### config.mk
export PLATFORM = sky130hd
export DESIGN_NAME = spmgc_ctrl
export DESIGN_NICKNAME = d
export VERILOG_FILES = /design/src/hdl/spmgc_pkg.sv /design/src/hdl/spmgc_ctrl.sv
export SDC_FILE = /design/constraint.sdc
export NUM_CORES = 1
export LEC_CHECK = 0
export BUFFER_PORTS_ARGS = -buffer_cell sky130_fd_sc_hd__buf_2
export CAP_MARGIN = 5
export CORE_AREA = 2 2 39 41
export CTS_BUF_LIST = sky130_fd_sc_hd__clkbuf_4
export DETAILED_ROUTE_END_ITERATION = 6
export DIE_AREA = 0 0 41 43
export PLACE_DENSITY_LB_ADDON = 0.12
export SYNTH_ARGS = -nofsm -noshare
export SYNTH_HDL_FRONTEND = slang
export SYNTH_SLANG_ARGS = --single-unit
### constraint.sdc
create_clock -name clk -period 1.1 [get_ports clk]
set_input_delay 0.33 -clock clk [delete_from_list [all_inputs] [get_ports clk]]
set_output_delay 0.33 -clock clk [all_outputs]
set_load 0.02 [all_outputs]
### src/hdl/spmgc_pkg.sv
// Package for the sorted point table with largest-gap cost.
// Holds the status codes, the controller command struct and fixed field widths.
// No dependencies.
`timescale 1ns / 1ps

package spmgc_pkg;

	localparam int COST_W   = 30;
	localparam int COUNT_W  = 9;
	localparam int STATUS_W = 2;

	typedef enum logic [STATUS_W-1:0] {
		ST_OK     = 2'd0,
		ST_FULL   = 2'd1,
		ST_ABSENT = 2'd2,
		ST_DUP    = 2'd3
	} status_t;

	// commands from controller to datapath
	typedef struct packed {
		logic capture;  // latch the incoming item
		logic compare;  // compare coordinate against all cells
		logic update;   // shift cells, update count and status
		logic load;     // load the result register from the gap tree root
	} cmd_t;

endpackage

### src/hdl/spmgc_ctrl.sv
// Controller for the sorted point table: sequences compare, update,
// gap tree settle and result load. Depends on spmgc_pkg.
`timescale 1ns / 1ps

module spmgc_ctrl #(
	parameter int TREE_LVL = 8
) (
	input  logic             clk,
	input  logic             arst_n,
	input  logic             in_valid,
	output logic             in_ready,
	output logic             out_valid,
	input  logic             out_ready,
	output spmgc_pkg::cmd_t  cmd
);

	localparam int WW = $clog2(TREE_LVL + 2);

	typedef enum logic [2:0] {
		S_IDLE,
		S_CMP,
		S_UPD,
		S_WAIT,
		S_FIN
	} state_t;

	state_t          state_q;
	logic [WW-1:0]   wait_q;
	logic            out_valid_q;
	logic            slot_free;

	assign slot_free   = !out_valid_q || out_ready;
	assign in_ready    = (state_q == S_IDLE);
	assign out_valid   = out_valid_q;

	// command decode
	always_comb begin
		cmd.capture = (state_q == S_IDLE) && in_valid;
		cmd.compare = (state_q == S_CMP);
		cmd.update  = (state_q == S_UPD);
		cmd.load    = (state_q == S_FIN) && slot_free;
	end

	// state, settle counter and result valid
	always_ff @(posedge clk or negedge arst_n) begin
		if (!arst_n) begin
			state_q     <= S_IDLE;
			wait_q      <= '0;
			out_valid_q <= 1'b0;
		end else begin
			if (cmd.load)
				out_valid_q <= 1'b1;
			else if (out_valid_q && out_ready)
				out_valid_q <= 1'b0;
			case (state_q)
				S_IDLE: begin
					if (in_valid)
						state_q <= S_CMP;
				end
				S_CMP: begin
					state_q <= S_UPD;
				end
				S_UPD: begin
					wait_q  <= '0;
					state_q <= S_WAIT;
				end
				S_WAIT: begin
					wait_q <= wait_q + WW'(1);
					if (wait_q == WW'(TREE_LVL))
						state_q <= S_FIN;
				end
				S_FIN: begin
					if (slot_free)
						state_q <= S_IDLE;
				end
				default: begin
					state_q <= S_IDLE;
				end
			endcase
		end
	end

endmodule

==> run_results.csv <==
group,metric,value,unit
sta,tightest_slew,0.196,ns
grt,grt_util_met2,24.7,%
sta,drv_slew,0,
routing,wl_per_cell,11.8,um
yosys,syn_area_per_cell,9.36,sq um
floorplan,die-area,0.00176,sq mm
yosys,syn_area,430,sq um
grt,grt-busiest-layer,"met2",
placement,portBuffers,9,
sta,hold_viol_final,0,
yosys,yosysWarnings,0,
run_status,status,"complete, but fails checks",
grt,grt_overflow,0,
layout,layout-drive-gt1-share,62.7,%
sta,max_clock_freq,0.678,GHz
routing,wl,1080,um
routing,drc,0,
sta,rsz0062_at_grt,"yes",
sta,hold_slack,0.379,ns
sta,fin_crit_sh,134,%
floorplan,ios,10,
critical_path,worstPathArrival,1.15,ns
routing,ant_nets,0,
job,maxCapViolCount,0,
critical_path,end_kind,"output port",
placement,place_ws,-0.152,ns
clock_network,cts_tree,"yes",
grt,use_met1,16.8,%
floorplan,start_util,31.1,%
layout,syn_to_final_growth,77.6,%
placement,place_hpwl,752,um
sta,fin_skew,0.00482,ns
clock_network,clkSlewWorstSetupHoldPaths,0.06,ns
floorplan,die_h,43,um
routing,routed_via_density,4.71,
grt,grt_max_degree,9,
yosys,ys_ff_latch,8,
grt,grt.total_usage,14.6,%
clock_network,cts_max_path_buffers,2,
power,ir_worst_vdd,0.00102,V
grt,grt_use_met3,1.57,%
placement,gp_congestion,0.648,
floorplan,rows,14,
routing,drt-pass1-iter-count,4,
sta,setup_violations,10,
power,finalPower,1730,uW
clock_network,clkLatencyLatePin,0.26,ns
floorplan,dieWidth,41,um
layout,utilization,55.2,%
grt,antenna_found_initial,0,
layout,nets,82,
power,power.density,2260,mW/mm^2
yosys,syn-num-nets,52,
floorplan,core-area,0.00138,sq mm
critical_path,r2r_cells,4,
run_status,violations,"setup timing",
yosys,syn_inst,46,
routing,drt-initial-drc-count,1,
min_path,hold_depth,3,
critical_path,startpoint_type,"flip-flop",
clock_network,cts.sinks,8,
yosys,ys_seq_area_share,46.5,%
routing,vias,429,
sta,period_minus_slack,1.48,ns
placement,placed_area,593,sq um
grt,grt_pass1_wl,1730,um
critical_path,critPathKind,"flip-flop to output port",
layout,antenna_cells,0,
sta,fin_ws,-0.376,ns
clock_network,cts_root_buf,"clkbuf_4",
critical_path,crit_fanout,4,
layout,final_area,764,sq um
clock_network,cts_buffers,3,
yosys,synth.distinct_cells,21,
clock_network,cts_max_level,1,
grt,grt_pass1_vias,415,
sta,relSlewSlack,86.9,%
critical_path,cp.required,0.77,ns
power,static-leakage-power,0.000358,uW
min_path,min_path_type,"primary input to flip-flop",
[critical path, stage by stage (launching register included)]
cell	delay, ns
dfrtp_2	0.44
nor3_4	0.19
and2_4	0.16
buf_6	0.10
[metrics by stage]
stage	setup TNS [ns]	std cells
finish	-1.89	91
global placement	-0.688	81
floorplan	-0.525	46
detailed placement	-0.711	81
CTS	-2.01	91
global route	-2.42	91
[cells in the final DEF, fill, tap and decap left out, types with 2 or more instances in the layout]
| cell | Yosys | routed |
|---|---|---|
| dfrtp_1 | 8 | 5 |
| nand3_1 | 2 | 2 |
| nor2_2 | 0 | 2 |
| o21ai_0 | 4 | 2 |
| nand2b_1 | 5 | 3 |
| clkbuf_4 | 0 | 4 |
| buf_4 | 0 | 13 |
| nand2_1 | 7 | 7 |
| buf_2 | 1 | 4 |
| buf_6 | 0 | 8 |
| inv_1 | 2 | 2 |
| o21ai_2 | 0 | 2 |
| nand2b_4 | 0 | 3 |
| dfrtp_2 | 0 | 3 |
[final timing paths]
check | startpoint | endpoint | slack (ns)
min in group asynchronous | arst_n | state_q[1] | 0.44
worst min-delay path | in_valid | state_q[0] | 0.38
worst max-delay path | state_q[0] | cmd[3] | -0.38
worst max register to register | state_q[2] | wait_q[3] | -0.10
max in group asynchronous | arst_n | state_q[0] | 0.47
worst min register to register | state_q[2] | state_q[0] | 0.53
[where the power goes]
group / switching (uW) / internal (uW) / leakage [uW]
logic: 392 / 536 / 0.000246
clock network: 109 / 164 / 0.0000184
registers: 121 / 403 / 0.0000940
[cell usage after synthesis]
cell type  count  area [sq um]
dfrtp_1        8           200
nand2_1        7          26.3
nand2b_1       5          31.3
o21ai_0        4          20.0
nor2_1         3          11.3
ha_1           2          25.0
inv_1          2          7.51
nand3_1        2          10.0
a211oi_1       1          7.51
a21oi_1        1          5.00
a22o_1         1          8.76
and2_1         1          6.26
and3_1         1          6.26
and4b_1        1          10.0
buf_2          1          5.00
nand2b_2       1          8.76
nand3b_1       1          7.51
nor3_1         1          5.00
o21ai_1        1          5.00
o21bai_1       1          7.51
o311ai_2       1          16.3
[cells by family after synthesis]
kind of cell | count (synthesis) | synth area share, %
AND/OR/NAND/NOR | 23 | 28.5
AO/OA/AOI/OAI | 10 | 16.3
buffers and inverters | 3 | 2.91
adder cells (fa/ha/maj) | 2 | 5.81
flip-flops | 8 | 46.5
[flip-flops by register name (all words and copies together), names as in the netlist]
| signal | flops |
|---|---|
| out_valid | 1 |
| state_q | 3 |
| wait_q | 4 |
[layout make-up]
class / instances / area, sq um
sequential: 8 / 204
fill: 123 / 619
timing repair buffer: 26 / 218
tap: 16 / 20.0
multi-input combinational: 35 / 285
clock buffer: 4 / 30.0
inverter: 2 / 7.51
[repair_timing]
| item | CTS | global route |
|---|---|---|
| setup buffers | 6 | 0 |
| pin swaps | 5 | 2 |
| setup endpoints to repair | 10 | 12 |
| hold buffers | 1 | 0 |
| endpoints found under the hold margin | 8 | 0 |
| resized for setup | 21 | 7 |
| gates cloned | 0 | 0 |
[metal layers]
layer	part of all wire [%]	routed length, um
met4	0.56	6
met1	40	435
met3	3.2	34
met5	0	0
met2	56	600
Power figures use the tool's default switching activity.
